<file path="src/hdl/keypad_debounce_event_latch_unit_defines.svh">
// Assertion macros for the keypad debounce and event latch unit
`ifndef KEYPAD_DEBOUNCE_EVENT_LATCH_UNIT_DEFINES_SVH
`define KEYPAD_DEBOUNCE_EVENT_LATCH_UNIT_DEFINES_SVH

// check that cons holds in the same cycle as ante
`define KDEL_ASSERT_IMPLY(label, ante, cons) \
  label: assert property (@(posedge clk) disable iff (rst) (ante) |-> (cons)) \
    else $error("kdel: same-cycle check failed");

// check that cons holds in the cycle after ante
`define KDEL_ASSERT_NEXT(label, ante, cons) \
  label: assert property (@(posedge clk) disable iff (rst) (ante) |=> (cons)) \
    else $error("kdel: next-cycle check failed");

`endif

</file>
<file path="src/hdl/kdel_pkg.sv">
// Types and constants shared by the keypad debounce and event latch unit
package kdel_pkg;

  localparam int ROWS = 4;
  localparam int ROWS_MAX = 4;
  localparam int KEY_BITS = 18;
  localparam int BTN_A_BIT = 16;
  localparam int BTN_B_BIT = 17;

  localparam logic [1:0] ACT_SCAN = 2'd0;
  localparam logic [1:0] ACT_READ_EVENT = 2'd1;
  localparam logic [1:0] ACT_CLEAR_ALL = 2'd2;

  localparam logic REG_STABLE_TICKS = 1'b0;
  localparam logic [3:0] STABLE_TICKS_RESET = 4'd2;

  typedef struct packed {
    logic [1:0] action;
    logic [15:0] matrix_levels;
    logic button_a_level;
    logic button_b_level;
    logic [4:0] key_index;
  } req_t;

  typedef struct packed {
    logic press_event;
    logic key_down;
    logic [KEY_BITS-1:0] key_state;
  } rsp_t;

endpackage

</file>
<file path="src/hdl/kdel_cfg.sv">
// APB-style configuration register for the debounce count
module kdel_cfg (
  input  logic        clk,
  input  logic        rst,
  input  logic        psel,
  input  logic        penable,
  input  logic        pwrite,
  input  logic [2:0]  paddr,
  input  logic [31:0] pwdata,
  output logic [31:0] prdata,
  output logic        pready,
  output logic [3:0]  stable_ticks
);

  logic reg_hit;

  assign reg_hit = (paddr[2] == kdel_pkg::REG_STABLE_TICKS);
  assign pready = 1'b1;

  always_ff @(posedge clk) begin
    if (rst) begin
      stable_ticks <= kdel_pkg::STABLE_TICKS_RESET;
    end else if (psel && penable && pwrite && reg_hit) begin
      stable_ticks <= pwdata[3:0];
    end
  end

  always_comb begin
    prdata = 32'd0;
    if (reg_hit) begin
      prdata = {28'd0, stable_ticks};
    end
  end

endmodule

</file>
<file path="src/hdl/kdel_core.sv">
// Debounce state, press event latch and result formation
module kdel_core (
  input  logic              clk,
  input  logic              rst,
  input  logic              fire,
  input  kdel_pkg::req_t    req,
  input  logic [3:0]        stable_ticks,
  output kdel_pkg::rsp_t    rsp_next
);

  logic [kdel_pkg::KEY_BITS-1:0] accepted_map, accepted_map_next;
  logic [kdel_pkg::KEY_BITS-1:0] pending_events, pending_events_next;
  logic [kdel_pkg::KEY_BITS-1:0] previous_raw, previous_raw_next;
  logic [3:0] stable_count, stable_count_next;
  logic [kdel_pkg::KEY_BITS-1:0] raw;
  logic [kdel_pkg::KEY_BITS-1:0] key_mask;
  logic [4:0] count_inc;
  logic event_hit;

  always_comb begin
    raw = '0;
    for (int r = 0; r < kdel_pkg::ROWS_MAX; r++) begin
      if (r < kdel_pkg::ROWS) begin
        raw[r*4 +: 4] = ~req.matrix_levels[r*4 +: 4];
      end
    end
    raw[kdel_pkg::BTN_A_BIT] = ~req.button_a_level;
    raw[kdel_pkg::BTN_B_BIT] = ~req.button_b_level;
  end

  assign key_mask = (req.key_index < 5'(kdel_pkg::KEY_BITS)) ?
                    (kdel_pkg::KEY_BITS'(1) << req.key_index) : '0;
  assign count_inc = {1'b0, stable_count} + 5'd1;
  assign event_hit = |(pending_events & key_mask);

  always_comb begin
    accepted_map_next = accepted_map;
    pending_events_next = pending_events;
    previous_raw_next = previous_raw;
    stable_count_next = stable_count;
    case (req.action)
      kdel_pkg::ACT_SCAN: begin
        if (raw == previous_raw) begin
          if (count_inc >= {1'b0, stable_ticks}) begin
            stable_count_next = stable_ticks;
            if (accepted_map != raw) begin
              pending_events_next = pending_events | (raw & ~accepted_map);
              accepted_map_next = raw;
            end
          end else begin
            stable_count_next = count_inc[3:0];
          end
        end else begin
          stable_count_next = '0;
          previous_raw_next = raw;
        end
      end
      kdel_pkg::ACT_READ_EVENT: begin
        pending_events_next = pending_events & ~key_mask;
      end
      kdel_pkg::ACT_CLEAR_ALL: begin
        pending_events_next = '0;
      end
      default: begin
      end
    endcase
  end

  always_comb begin
    rsp_next.press_event = (req.action == kdel_pkg::ACT_READ_EVENT) && event_hit;
    rsp_next.key_down = |(accepted_map_next & key_mask);
    rsp_next.key_state = accepted_map_next;
  end

  always_ff @(posedge clk) begin
    if (rst) begin
      accepted_map <= '0;
      pending_events <= '0;
      previous_raw <= '0;
      stable_count <= '0;
    end else if (fire) begin
      accepted_map <= accepted_map_next;
      pending_events <= pending_events_next;
      previous_raw <= previous_raw_next;
      stable_count <= stable_count_next;
    end
  end

endmodule

</file>
<file path="src/hdl/keypad_debounce_event_latch_unit.sv">
// Top level of the keypad debounce and event latch unit
// Takes one request per clock cycle while req_stall is low; each accepted request
// passes the input register, then the combinational debounce and event update,
// then the result register. The input register holds a request only while the
// result register is full and stalled. stable_ticks sits at byte address 0 of the
// configuration port and resets to 2.
`include "keypad_debounce_event_latch_unit_defines.svh"

module keypad_debounce_event_latch_unit (
  input  logic           clk,
  input  logic           rst,
  input  logic           req_valid,
  output logic           req_stall,
  input  kdel_pkg::req_t req,
  output logic           rsp_valid,
  input  logic           rsp_stall,
  output kdel_pkg::rsp_t rsp,
  input  logic           psel,
  input  logic           penable,
  input  logic           pwrite,
  input  logic [2:0]     paddr,
  input  logic [31:0]    pwdata,
  output logic [31:0]    prdata,
  output logic           pready
);

  logic pipe_valid;
  kdel_pkg::req_t pipe_req;
  kdel_pkg::rsp_t rsp_next;
  logic [3:0] stable_ticks;
  logic advance;
  logic pipe_fire;
  logic req_accept;

  assign advance = !rsp_valid || !rsp_stall;
  assign pipe_fire = pipe_valid && advance;
  assign req_stall = pipe_valid && !advance;
  assign req_accept = req_valid && !req_stall;

  kdel_cfg u_cfg (
    .clk          (clk),
    .rst          (rst),
    .psel         (psel),
    .penable      (penable),
    .pwrite       (pwrite),
    .paddr        (paddr),
    .pwdata       (pwdata),
    .prdata       (prdata),
    .pready       (pready),
    .stable_ticks (stable_ticks)
  );

  kdel_core u_core (
    .clk          (clk),
    .rst          (rst),
    .fire         (pipe_fire),
    .req          (pipe_req),
    .stable_ticks (stable_ticks),
    .rsp_next     (rsp_next)
  );

  always_ff @(posedge clk) begin
    if (rst) begin
      pipe_valid <= 1'b0;
    end else if (req_accept) begin
      pipe_valid <= 1'b1;
    end else if (pipe_fire) begin
      pipe_valid <= 1'b0;
    end
  end

  always_ff @(posedge clk) begin
    if (req_accept) begin
      pipe_req <= req;
    end
  end

  always_ff @(posedge clk) begin
    if (rst) begin
      rsp_valid <= 1'b0;
    end else if (pipe_fire) begin
      rsp_valid <= 1'b1;
    end else if (!rsp_stall) begin
      rsp_valid <= 1'b0;
    end
  end

  always_ff @(posedge clk) begin
    if (pipe_fire) begin
      rsp <= rsp_next;
    end
  end

  `KDEL_ASSERT_IMPLY(a_stall_when_blocked, pipe_valid && rsp_valid && rsp_stall, req_stall)
  `KDEL_ASSERT_NEXT(a_fire_fills_result, pipe_fire, rsp_valid)
  `KDEL_ASSERT_NEXT(a_cfg_write_lands, psel && penable && pwrite && !paddr[2],
    stable_ticks == $past(pwdata[3:0]))

endmodule
</file>
<file path="config.mk">
export PLATFORM = sky130hd
export DESIGN_NAME = keypad_debounce_event_latch_unit
export DESIGN_NICKNAME = d
export VERILOG_FILES = /design/src/hdl/kdel_pkg.sv /design/src/hdl/kdel_cfg.sv /design/src/hdl/kdel_core.sv /design/src/hdl/keypad_debounce_event_latch_unit.sv
export VERILOG_INCLUDE_DIRS = /design/src /design/src/hdl
export SDC_FILE = /design/constraint.sdc
export NUM_CORES = 1
export LEC_CHECK = 0
export ABC_CLOCK_PERIOD_IN_PS = 3200
export BUFFER_PORTS_ARGS = -buffer_cell sky130_fd_sc_hd__buf_4
export CAP_MARGIN = 20
export CORE_ASPECT_RATIO = 0.9
export CORE_UTILIZATION = 57
export CTS_BUF_LIST = sky130_fd_sc_hd__clkbuf_4 sky130_fd_sc_hd__clkbuf_8
export DETAILED_ROUTE_END_ITERATION = 6
export PLACE_DENSITY = 0.95
export SLEW_MARGIN = 20
export SYNTH_ARGS = -nofsm -noshare
export SYNTH_HDL_FRONTEND = slang
export SYNTH_SLANG_ARGS = --single-unit
</file>
<file path="constraint.sdc">
create_clock -name clk -period 3.2 [get_ports clk]
set_clock_uncertainty 0.1 [all_clocks]
set_input_delay 0.64 -clock clk [delete_from_list [all_inputs] [get_ports clk]]
set_output_delay 0.64 -clock clk [all_outputs]
set_load 0.005 [all_outputs]
</file>
==> out/results.md <==
- pipe_req[23] — Hold EP
- 0.774 mW — power spent charging and discharging nets
- 11.2% — share of total power in combinational logic
- flop — type of element capturing the critical path
- no — unrepaired setup endpoints after global routing
- 6.00 — vias per std cell
- 66.8% — core occupancy in the finished layout
- 457 — number of DRC markers in iteration 0
- 0 — Ys Warns
- 9.39 µm² — Post-Syn Area per Cell
- 28.3% — Net Sw Frac
- finished, final reports clean — run status
- 0.40 ns — clock insertion delay at the later pin of the skew report
- 97.3% — Final period util
- 2.73 mW — power after layout
- rsp[18] — reg2reg end
- sky130_fd_sc_hd__edfxtp_1 — cell taking the most area after synthesis
- pipe_req[8] — Worst R2R Start
- 0.310 ns — Final Hold Slack
- 7 — CP Max Fanout
- 65 — pin count of the biggest net entering global routing
- 0 ns — setup TNS after final layout
- 57.1% — relative contribution of sequential cells to total power
- 4576 — via count of the first global-routing pass
- 28.9% — overall track demand over capacity in global routing
- flop — category of the worst setup path launch point
- 0.786 ns — Worst Tran Pin Value
- 13.2% — area growth from synthesis to layout
- 18.0 µm — WL per Instance
- 0.00573 mm² — mapped cell area
- 47.6% — worst relative slew slack
- 109 — CTS sink count
- 23.2 mm — first-pass GRT wire length
- 422 mW/mm² — power density normalized to cell area
- primary input to flop — worst hold path type
- 0.13 ns — Clk pin slew, worst setup/hold paths
- 45 — number of flops mapped to enable cells by yosys
- 36.9% — met1 Track Usage GR
- 23.6% — proportion of netlist area held by the largest area contributor
- 50 — number of library cell types mapped by synthesis
- 762 — post-layout net count
- 0 — post-route antenna net violation count
- 5 — first-pass iteration count of the detailed router
- 0.994 — weighted congestion at the end of routability-driven global placement
- 11 — logic depth of the worst register-to-register path
- 0 — final number of max-transition violations
- built — CTS tree
- 122 — Top-Level Pins
- 2 — CP Buf/Inv Count
- req[23] — hold path start
- 3.34 ns — endpoint required time on the critical path
- 0% — async set or reset register ratio after synthesis
- 45.9% — part of the Yosys area used for sequential elements
- 321 MHz — top achievable clock speed
- 109 — count of state elements after synthesis
- inv_1 -> ha_1 -> and4_1 -> nand3_1 -> or4_4 -> nand3_4 -> nor2_4 -> buf_4 -> mux4_2 -> or3_1 -> nand4_1 — worst-path cell chain
- 0 — remaining global-route overflow
- 34 — row count
- 0.00970 mm² — area of the core
- 0 — Maximum Capacitance Violations
- 1.96 mW — internal power of the cells
- sky130_fd_sc_hd__clkbuf_8 — root buf cell
- 17.5% — share of final-layout standard cells stronger than drive strength 1
- 0.58 ns — Worst path max stage delay
- 0.09 ns — Register-to-Register Setup Slack
- 1 — number of instances on the worst hold path
- 0 — number of setup violations in the final report
- simple AND/OR/NAND/NOR gates — cell family with the largest share of critical-path delay
- 0 — number of hold violations in the final report
- 610 — post-synthesis cell count
- 9 — total CTS buffers
- 0.0105 mm² — Die Footprint
- sky130_fd_sc_hd__edfxtp_1, sky130_fd_sc_hd__dfxtp_1, sky130_fd_sc_hd__ha_1 — top area cells in the synthesized netlist
- 2.52 nW — reported leakage power
- 3.26 ns — endpoint arrival time on the critical path
- pipe_req[8] — critical path launch point
- sky130_fd_sc_hd__or4_4 — master of the slowest instance on the critical path
- 2 — CTS max path bufs
- 3 — # H-tree levels
- 10.2 mm — HPWL reported at the end of detailed placement
- 108 µm — Horiz. Die Dim
- 380 µV — peak ir drop on the vdd network
- 31.7% — Clk network pwr share
- met2 — GRT busiest layer
- 0 — antenna violations before repair
- 47.4% — global-route met2 utilization
- 14.4 mm — WL final
- sky130_fd_sc_hd__dfxtp_1 — Main synth FF type
- 4800 — count of vias placed by the detailed router
- 59.1% — effective utilization at floorplan
- 3.11 ns — clock period minus worst slack
- flop to flop — WS Path Type
- 0 — Post-route DRC
- 62 — port bufs
- 0 — Antenna Cells
- 97.1 µm — height of the die
- 5.77% — met3 Use GR
cell type report:
type                    instances  area, µm²
clock inverters                 7       96.3
clock buffers                   9        124
well taps                     126        158
multi-input cells             425       2690
repair buffers                 80        613
inverters                      44        165
fillers                       697       3220
flip-flops and latches        109       2630
placed cells by master, fill, tap and decap left out, drive strengths merged, types with 2 or more instances in the layout:
cell type and count:
o21ai 17, nor3 5, a211o 3, nor2 59
o2bb2ai 2, a32oi 2, or4 2, clkinv 5
a2111oi 2, a2bb2oi 18, a21oi 46, nand3 10
and3 2, clkbuf 9, or2 2, xnor2 3
mux2 4, or3 2, o32ai 3, buf 80
a31oi 4, edfxtp 45, conb 29, mux2i 24
mux4 4, ha 26, dfxtp 64, nor2b 6
nand2 86, a211oi 21, inv 46, nand4 9
nand2b 7, nor3b 2, xor2 17
through the flow:
stage	instances	area, µm²	setup slack [ns]
2_1_floorplan	637	5830	0.288
3_3_place_gp	780	6220	0.153
3_5_place_dp	780	6220	0.0598
4_1_cts	796	6440	0.0188
5_1_grt	800	6480	0.00890
6_report	800	6480	0.0859
state kept, by name, indices dropped and copies added, names as in the netlist:
name / cells
pipe_req: 25
pipe_valid: 1
rsp: 20
rsp_valid: 1
u_cfg.stable_ticks: 4
u_core.accepted_map: 18
u_core.pending_events: 18
u_core.previous_raw: 18
u_core.stable_count: 4
synth_stat cells (all sizes together) (9+ instances only):
master and number:
a2bb2oi 18, ha 26, dfxtp 64, xor2 17, mux2i 24, nor2 59
edfxtp 45, a211oi 21, inv 44, nand2 86, o21ai 17, clkbuf 22
nand3 10, nand4 9, a21oi 46, buf 37
worst max path at each step:
stage | cells after the start | slack (ns) | end
floorplan | 10 | 0.29 | rsp[18]
global placement | 10 | 0.15 | rsp[18]
detailed placement | 10 | 0.06 | rsp[18]
CTS | 10 | 0.02 | rsp[18]
global route | 11 | 0.009 | rsp[18]
finish | 11 | 0.09 | rsp[18]
what timing repair did:
item | 4_1_cts | 5_1_grt
gates resized for setup | 0 | 4
endpoints found under the setup margin | 0 | 1
hold buffers | 0 | 0
setup buffers | 0 | 4
power groups by stage:
| stage | clock (mW) | sequential, mW | combinational, mW |
|---|---|---|---|
| after floorplan | 0 | 1.56 | 0.220 |
| after global placement | 0 | 1.58 | 0.285 |
| after detailed placement | 0 | 1.59 | 0.298 |
| after CTS | 0.872 | 1.56 | 0.301 |
| after global routing | 0.915 | 1.57 | 0.338 |
| final | 0.866 | 1.56 | 0.307 |
metal layers:
| metal | vias up | routed length (µm) |
|---|---|---|
| li1 | 2184 | - |
| met2 | 313 | 6910 |
| met4 | 0 | 599 |
| met3 | 72 | 1320 |
| met5 | - | 0 |
| met1 | 2231 | 5550 |
kinds of logic (layout without fill, tap and decap cells):
logic type / count (synthesis) / count (layout) / share of synthesized area [%]
simple gates: 195 / 195 / 15.3
mux: 32 / 32 / 6.55
compound gates: 123 / 123 / 14.2
flops: 109 / 109 / 45.9
xor+xnor: 20 / 20 / 3.06
buf+inv: 103 / 140 / 9.17
other cells: 2 / 29 / 0.131
fa+ha+maj: 26 / 26 / 5.68
No activity file was read; power rests on OpenSTA's default activity.
